`config.mk`:
```
export PLATFORM = sky130hd
export DESIGN_NAME = asrf_pct_div
export DESIGN_NICKNAME = d
export VERILOG_FILES = /design/src/asrf_pkg.sv /design/src/asrf_pct_div.sv
export SDC_FILE = /design/constraint.sdc
export NUM_CORES = 1
export LEC_CHECK = 0
export ABC_AREA = 0
export BUFFER_PORTS_ARGS = -buffer_cell sky130_fd_sc_hd__buf_2
export CORE_MARGIN = 5
export CORE_UTILIZATION = 35
export CTS_CLUSTER_DIAMETER = 150
export DETAILED_ROUTE_END_ITERATION = 12
export PLACE_DENSITY = 0.77
export SLEW_MARGIN = 20
export SYNTH_ARGS = -nofsm -noshare
export SYNTH_HDL_FRONTEND = slang
export SYNTH_SLANG_ARGS = --single-unit
```
`constraint.sdc`:
```
create_clock -name clk -period 0.8 [get_ports clk]
set_input_delay 0.04 -clock clk [delete_from_list [all_inputs] [get_ports clk]]
set_output_delay 0.04 -clock clk [all_outputs]
set_load 0.01 [all_outputs]
```
`src/asrf_pkg.sv`:
```
// shared types and constants for the audio sample ring fifo
// item and result words, command codes and the percentage divider response
package asrf_pkg;

    localparam int DEPTH_DEF = 1024;
    localparam int SMP_W     = 16;
    localparam int PEEK_W    = 10;
    localparam int MAG_W     = 15;
    localparam int COUNT_W   = 16;
    localparam int PCT_W     = 7;
    localparam int PCT_SCALE = 100;

    localparam logic [2:0] CMD_PUSH     = 3'd0;
    localparam logic [2:0] CMD_POP      = 3'd1;
    localparam logic [2:0] CMD_PEEK     = 3'd2;
    localparam logic [2:0] CMD_CLEAR    = 3'd3;
    localparam logic [2:0] CMD_PEAK_RST = 3'd4;
    localparam logic [2:0] CMD_STAT_RST = 3'd5;
    // spare codes, no operation
    localparam logic [2:0] CMD_SPARE_A  = 3'd6;
    localparam logic [2:0] CMD_SPARE_B  = 3'd7;

    typedef struct packed {
        logic [2:0]              cmd;
        logic signed [SMP_W-1:0] sample_in;
        logic [PEEK_W-1:0]       peek_offset;
        logic                    burst_last;
    } item_t;

    typedef struct packed {
        logic signed [SMP_W-1:0] sample_out;
        logic                    sample_valid;
        logic                    push_accepted;
        logic [PEEK_W-1:0]       fill_count;
        logic [PEEK_W-1:0]       free_count;
        logic [PCT_W-1:0]        fill_percent;
        logic [MAG_W-1:0]        peak_level;
        logic [COUNT_W-1:0]      overrun_count;
        logic [COUNT_W-1:0]      underrun_count;
        logic                    is_empty;
        logic                    is_full;
    } result_t;

    typedef struct packed {
        logic             done;
        logic [PCT_W-1:0] quotient;
    } pct_rsp_t;

endpackage

```
`src/asrf_pct_div.sv`:
```
// fill percentage: fill*100 times a rounded-up reciprocal of the depth, two registered stages
// depends on asrf_pkg for PCT_W, PCT_SCALE and pct_rsp_t
module asrf_pct_div #(
    parameter int DEPTH = asrf_pkg::DEPTH_DEF
) (
    input  logic                                    clk,
    input  logic                                    rst_n,
    input  logic                                    start,
    input  logic [$clog2(DEPTH)+asrf_pkg::PCT_W-1:0] dividend,
    output asrf_pkg::pct_rsp_t                      rsp
);
    import asrf_pkg::*;

    localparam int     DIV_W   = $clog2(DEPTH) + PCT_W;
    localparam longint NUM_MAX = longint'(DEPTH - 1) * longint'(PCT_SCALE);
    // shift wide enough that the rounded-up reciprocal never lifts a quotient
    localparam int     SHIFT   = $clog2(NUM_MAX * longint'(DEPTH));
    localparam longint RECIP   = ((longint'(1) << SHIFT) + longint'(DEPTH) - 1) /
                                 longint'(DEPTH);
    localparam int     RECIP_W = $clog2(RECIP + 1);
    localparam int     PROD_W  = DIV_W + RECIP_W;

    logic              stage_reg;
    logic              done_reg;
    logic [DIV_W-1:0]  num_reg;
    logic [PCT_W-1:0]  quo_reg;
    logic [PROD_W-1:0] prod;

    assign prod = PROD_W'(num_reg) * PROD_W'(RECIP);

    always_ff @(posedge clk or negedge rst_n)
    begin
        if (!rst_n)
        begin
            stage_reg <= 1'b0;
            done_reg  <= 1'b0;
        end
        else
        begin
            stage_reg <= start;
            if (start)
            begin
                done_reg <= 1'b0;
            end
            else if (stage_reg)
            begin
                done_reg <= 1'b1;
            end
        end
    end

    always_ff @(posedge clk)
    begin
        if (start)
        begin
            num_reg <= dividend;
        end
        if (stage_reg)
        begin
            quo_reg <= prod[SHIFT +: PCT_W];
        end
    end

    assign rsp.done     = done_reg;
    assign rsp.quotient = quo_reg;

endmodule

```
==> run_results.csv <==
group,metric,value,unit
status,outcome,"complete, but fails checks",
status,violations,"setup timing",
power_and_ir_drop,leakage,0.294,nW
clocking,cts.sinks,16,
clocking,cts-root-buf,"clkbuf_4",
finish,postLayoutCellArea,712,um2
clocking,cts.clk_slew.worst_paths,80,ps
synthesis,synth_top_area_cell,"edfxtp_1",
grt,antenna_found_initial,0,
timing,setup_ws,-20.9,ps
power_and_ir_drop,power_density,2270,nW/um2
synthesis,syn_area,488,um2
finish,nets,68,
route,wl_per_cell,10.9,um
route,via_count,257,
timing,max_slew_margin,88.1,%
setup_path,cp_top_family,"flip-flops",
setup_path,crit_path_cell_trace,"buf_2",
die,die_h,47.3,um
job,drv_cap,0,
finish,area_growth,45.9,%
timing,setup_violations,8,
route,drtIter0Drc,0,
grt,grt_usage,8.00,%
setup_path,slowest_stage,"dfrtp_1",
grt,grt_pass1_vias,290,
timing,rsz0062_at_grt,"yes",
synthesis,syn_inst,18,
setup_path,critPathBufInv,1,
finish,drive_gt1_share,46.8,%
synthesis,syn_avg_cell_area,27.1,um2
clocking,clockBufferDepth,2,
placement,gp_congestion,0.586,
synthesis,synth.net_count,38,
route,first_pass_iters,1,
timing,slew_viol_final,0,
grt,gr-total-overflow,0,
power_and_ir_drop,fin_total_pwr,0.00161,W
finish,antennaDiodeCount,0,
route,ant_nets,0,
clocking,cts_inserted_buffers,3,
die,die_area,2240,um2
timing,setup_tns,-84.8,ps
placement,io_buffers,17,
clocking,cts_max_level,1,
synthesis,ys_seq_area_share,96.4,%
die,rows,13,
grt,grt_pass1_wl,1150,um
grt,grt_max_degree,10,
die,initial_core_util,37.0,%
placement,placed_cell_area,584,um2
setup_path,end_kind,"output port",
route,viasPerCell,4.15,
hold_path,min_path_type,"in2async",
die,ioPinCount,28,
timing,hold_viol,0,
synthesis,synth.area.top_cells,"edfxtp_1 86%, dfrtp_1 10%, o21ba_1 2.1%",
synthesis,yosysUniqueCellTypes,4,
timing,hold_ws,85.3,ps
setup_path,cp_slowest_stage_delay,380,ps
synthesis,synth-seq-cells,16,
clocking,clock_latency,270,ps
route,drt_wl_total,673,um
setup_path,cp_max_fo,2,
die,placeableCoreArea,1320,um2
timing,worst_slew_pin_slew,178,ps
setup_path,critPathKind,"reg2out",
synthesis,ys_warn_count,0,
clocking,postCtsSetupBuffers,0,
timing,final.period_utilization,103,%
route,drc,0,
timing,fin_crit,821,ps
synthesis,synthFlopType,"edfxtp_1",
synthesis,synth.most_common_cell,"edfxtp_1",
synthesis,async_flop_share,12.5,%
die,die_w,47.3,um
setup_path,crit_arrival,780,ps
synthesis,synth_top_area_share,86.2,%
clocking,cts_tree,"yes",
timing,skew,1.88,ps
synthesis,yosys-top-cells-count,"14 x edfxtp_1, 2 x dfrtp_1, 1 x buf_4, 1 x o21ba_1",
power_and_ir_drop,vdd_drop_max,1.22,mV
setup_path,startpoint_type,"register",
timing,max_clock_freq,1220,MHz
setup_path,crit_required,760,ps
placement,place_worst_setup_slack,-9.66,ps
synthesis,synth_edf_count,14,
## placed cells by master (no fill, tap or decap), drive strengths merged
cell type,Yosys,final
buf,1,17
edfxtp,14,14
dlygate4sd3,0,9
clkbuf,0,4
dfrtp,2,2
o21ba,1,1
## cells by family (layout without fill, tap and decap cells)
| group | count (synthesis) | count (layout) | synth area share [%] |
|---|---|---|---|
| DFF | 16 | 16 | 96.4 |
| buffers and inverters | 1 | 30 | 1.54 |
| AOI/OAI and AO/OA | 1 | 1 | 2.05 |
## through the flow
stage               std cells  utilization, %
floorplan                  18               -
global placement           49            44.3
detailed placement         49            44.3
CTS                        62            54.0
global route               62            54.0
finish                     62            54.0
## layout make-up
class / instances / area [um2]
fillers: 102 / 606
multi-input cells: 1 / 10.0
repair buffers: 26 / 175
flip-flops and latches: 16 / 472
well taps: 15 / 18.8
clock buffers: 4 / 36.3
## per-layer routing
layer / vias to the layer above / wire [um] / part of all wire [%] / GRT usage [%]
met5: - / 0 / 0 / 0
met2: 17 / 329 / 49 / 13.6
met1: 111 / 225 / 33 / 7.86
met3: 2 / 98 / 15 / 1.15
met4: 0 / 19 / 2.8 / 8.29
li1: 127 / - / - / -
## final timing paths
kind                                   from     endpoint  slack [ps]  depth (start not counted)
max in group asynchronous             rst_n    stage_reg         610                          2
worst min register to register  num_reg[16]   quo_reg[6]         420                          0
worst max-delay path               done_reg       rsp[7]         -20                          1
min in group clk                      start  num_reg[16]         110                          1
worst min-delay path                  rst_n     done_reg          90                          2
worst max register to register    stage_reg     done_reg          30                          1
## power breakdown
part           internal (W)  leakage [nW]  switching (W)
registers          0.000985         0.160      0.0000202
logic             0.0000701         0.113      0.0000516
clock network      0.000276        0.0210       0.000210
## timing repair
| action | in CTS | in global routing |
|---|---|---|
| hold buffers | 9 | 0 |
| hold endpoints to repair | 10 | 0 |
| gates resized for setup | 1 | 0 |
| setup endpoints to repair | 16 | 8 |
Power figures use the tool's default switching activity.
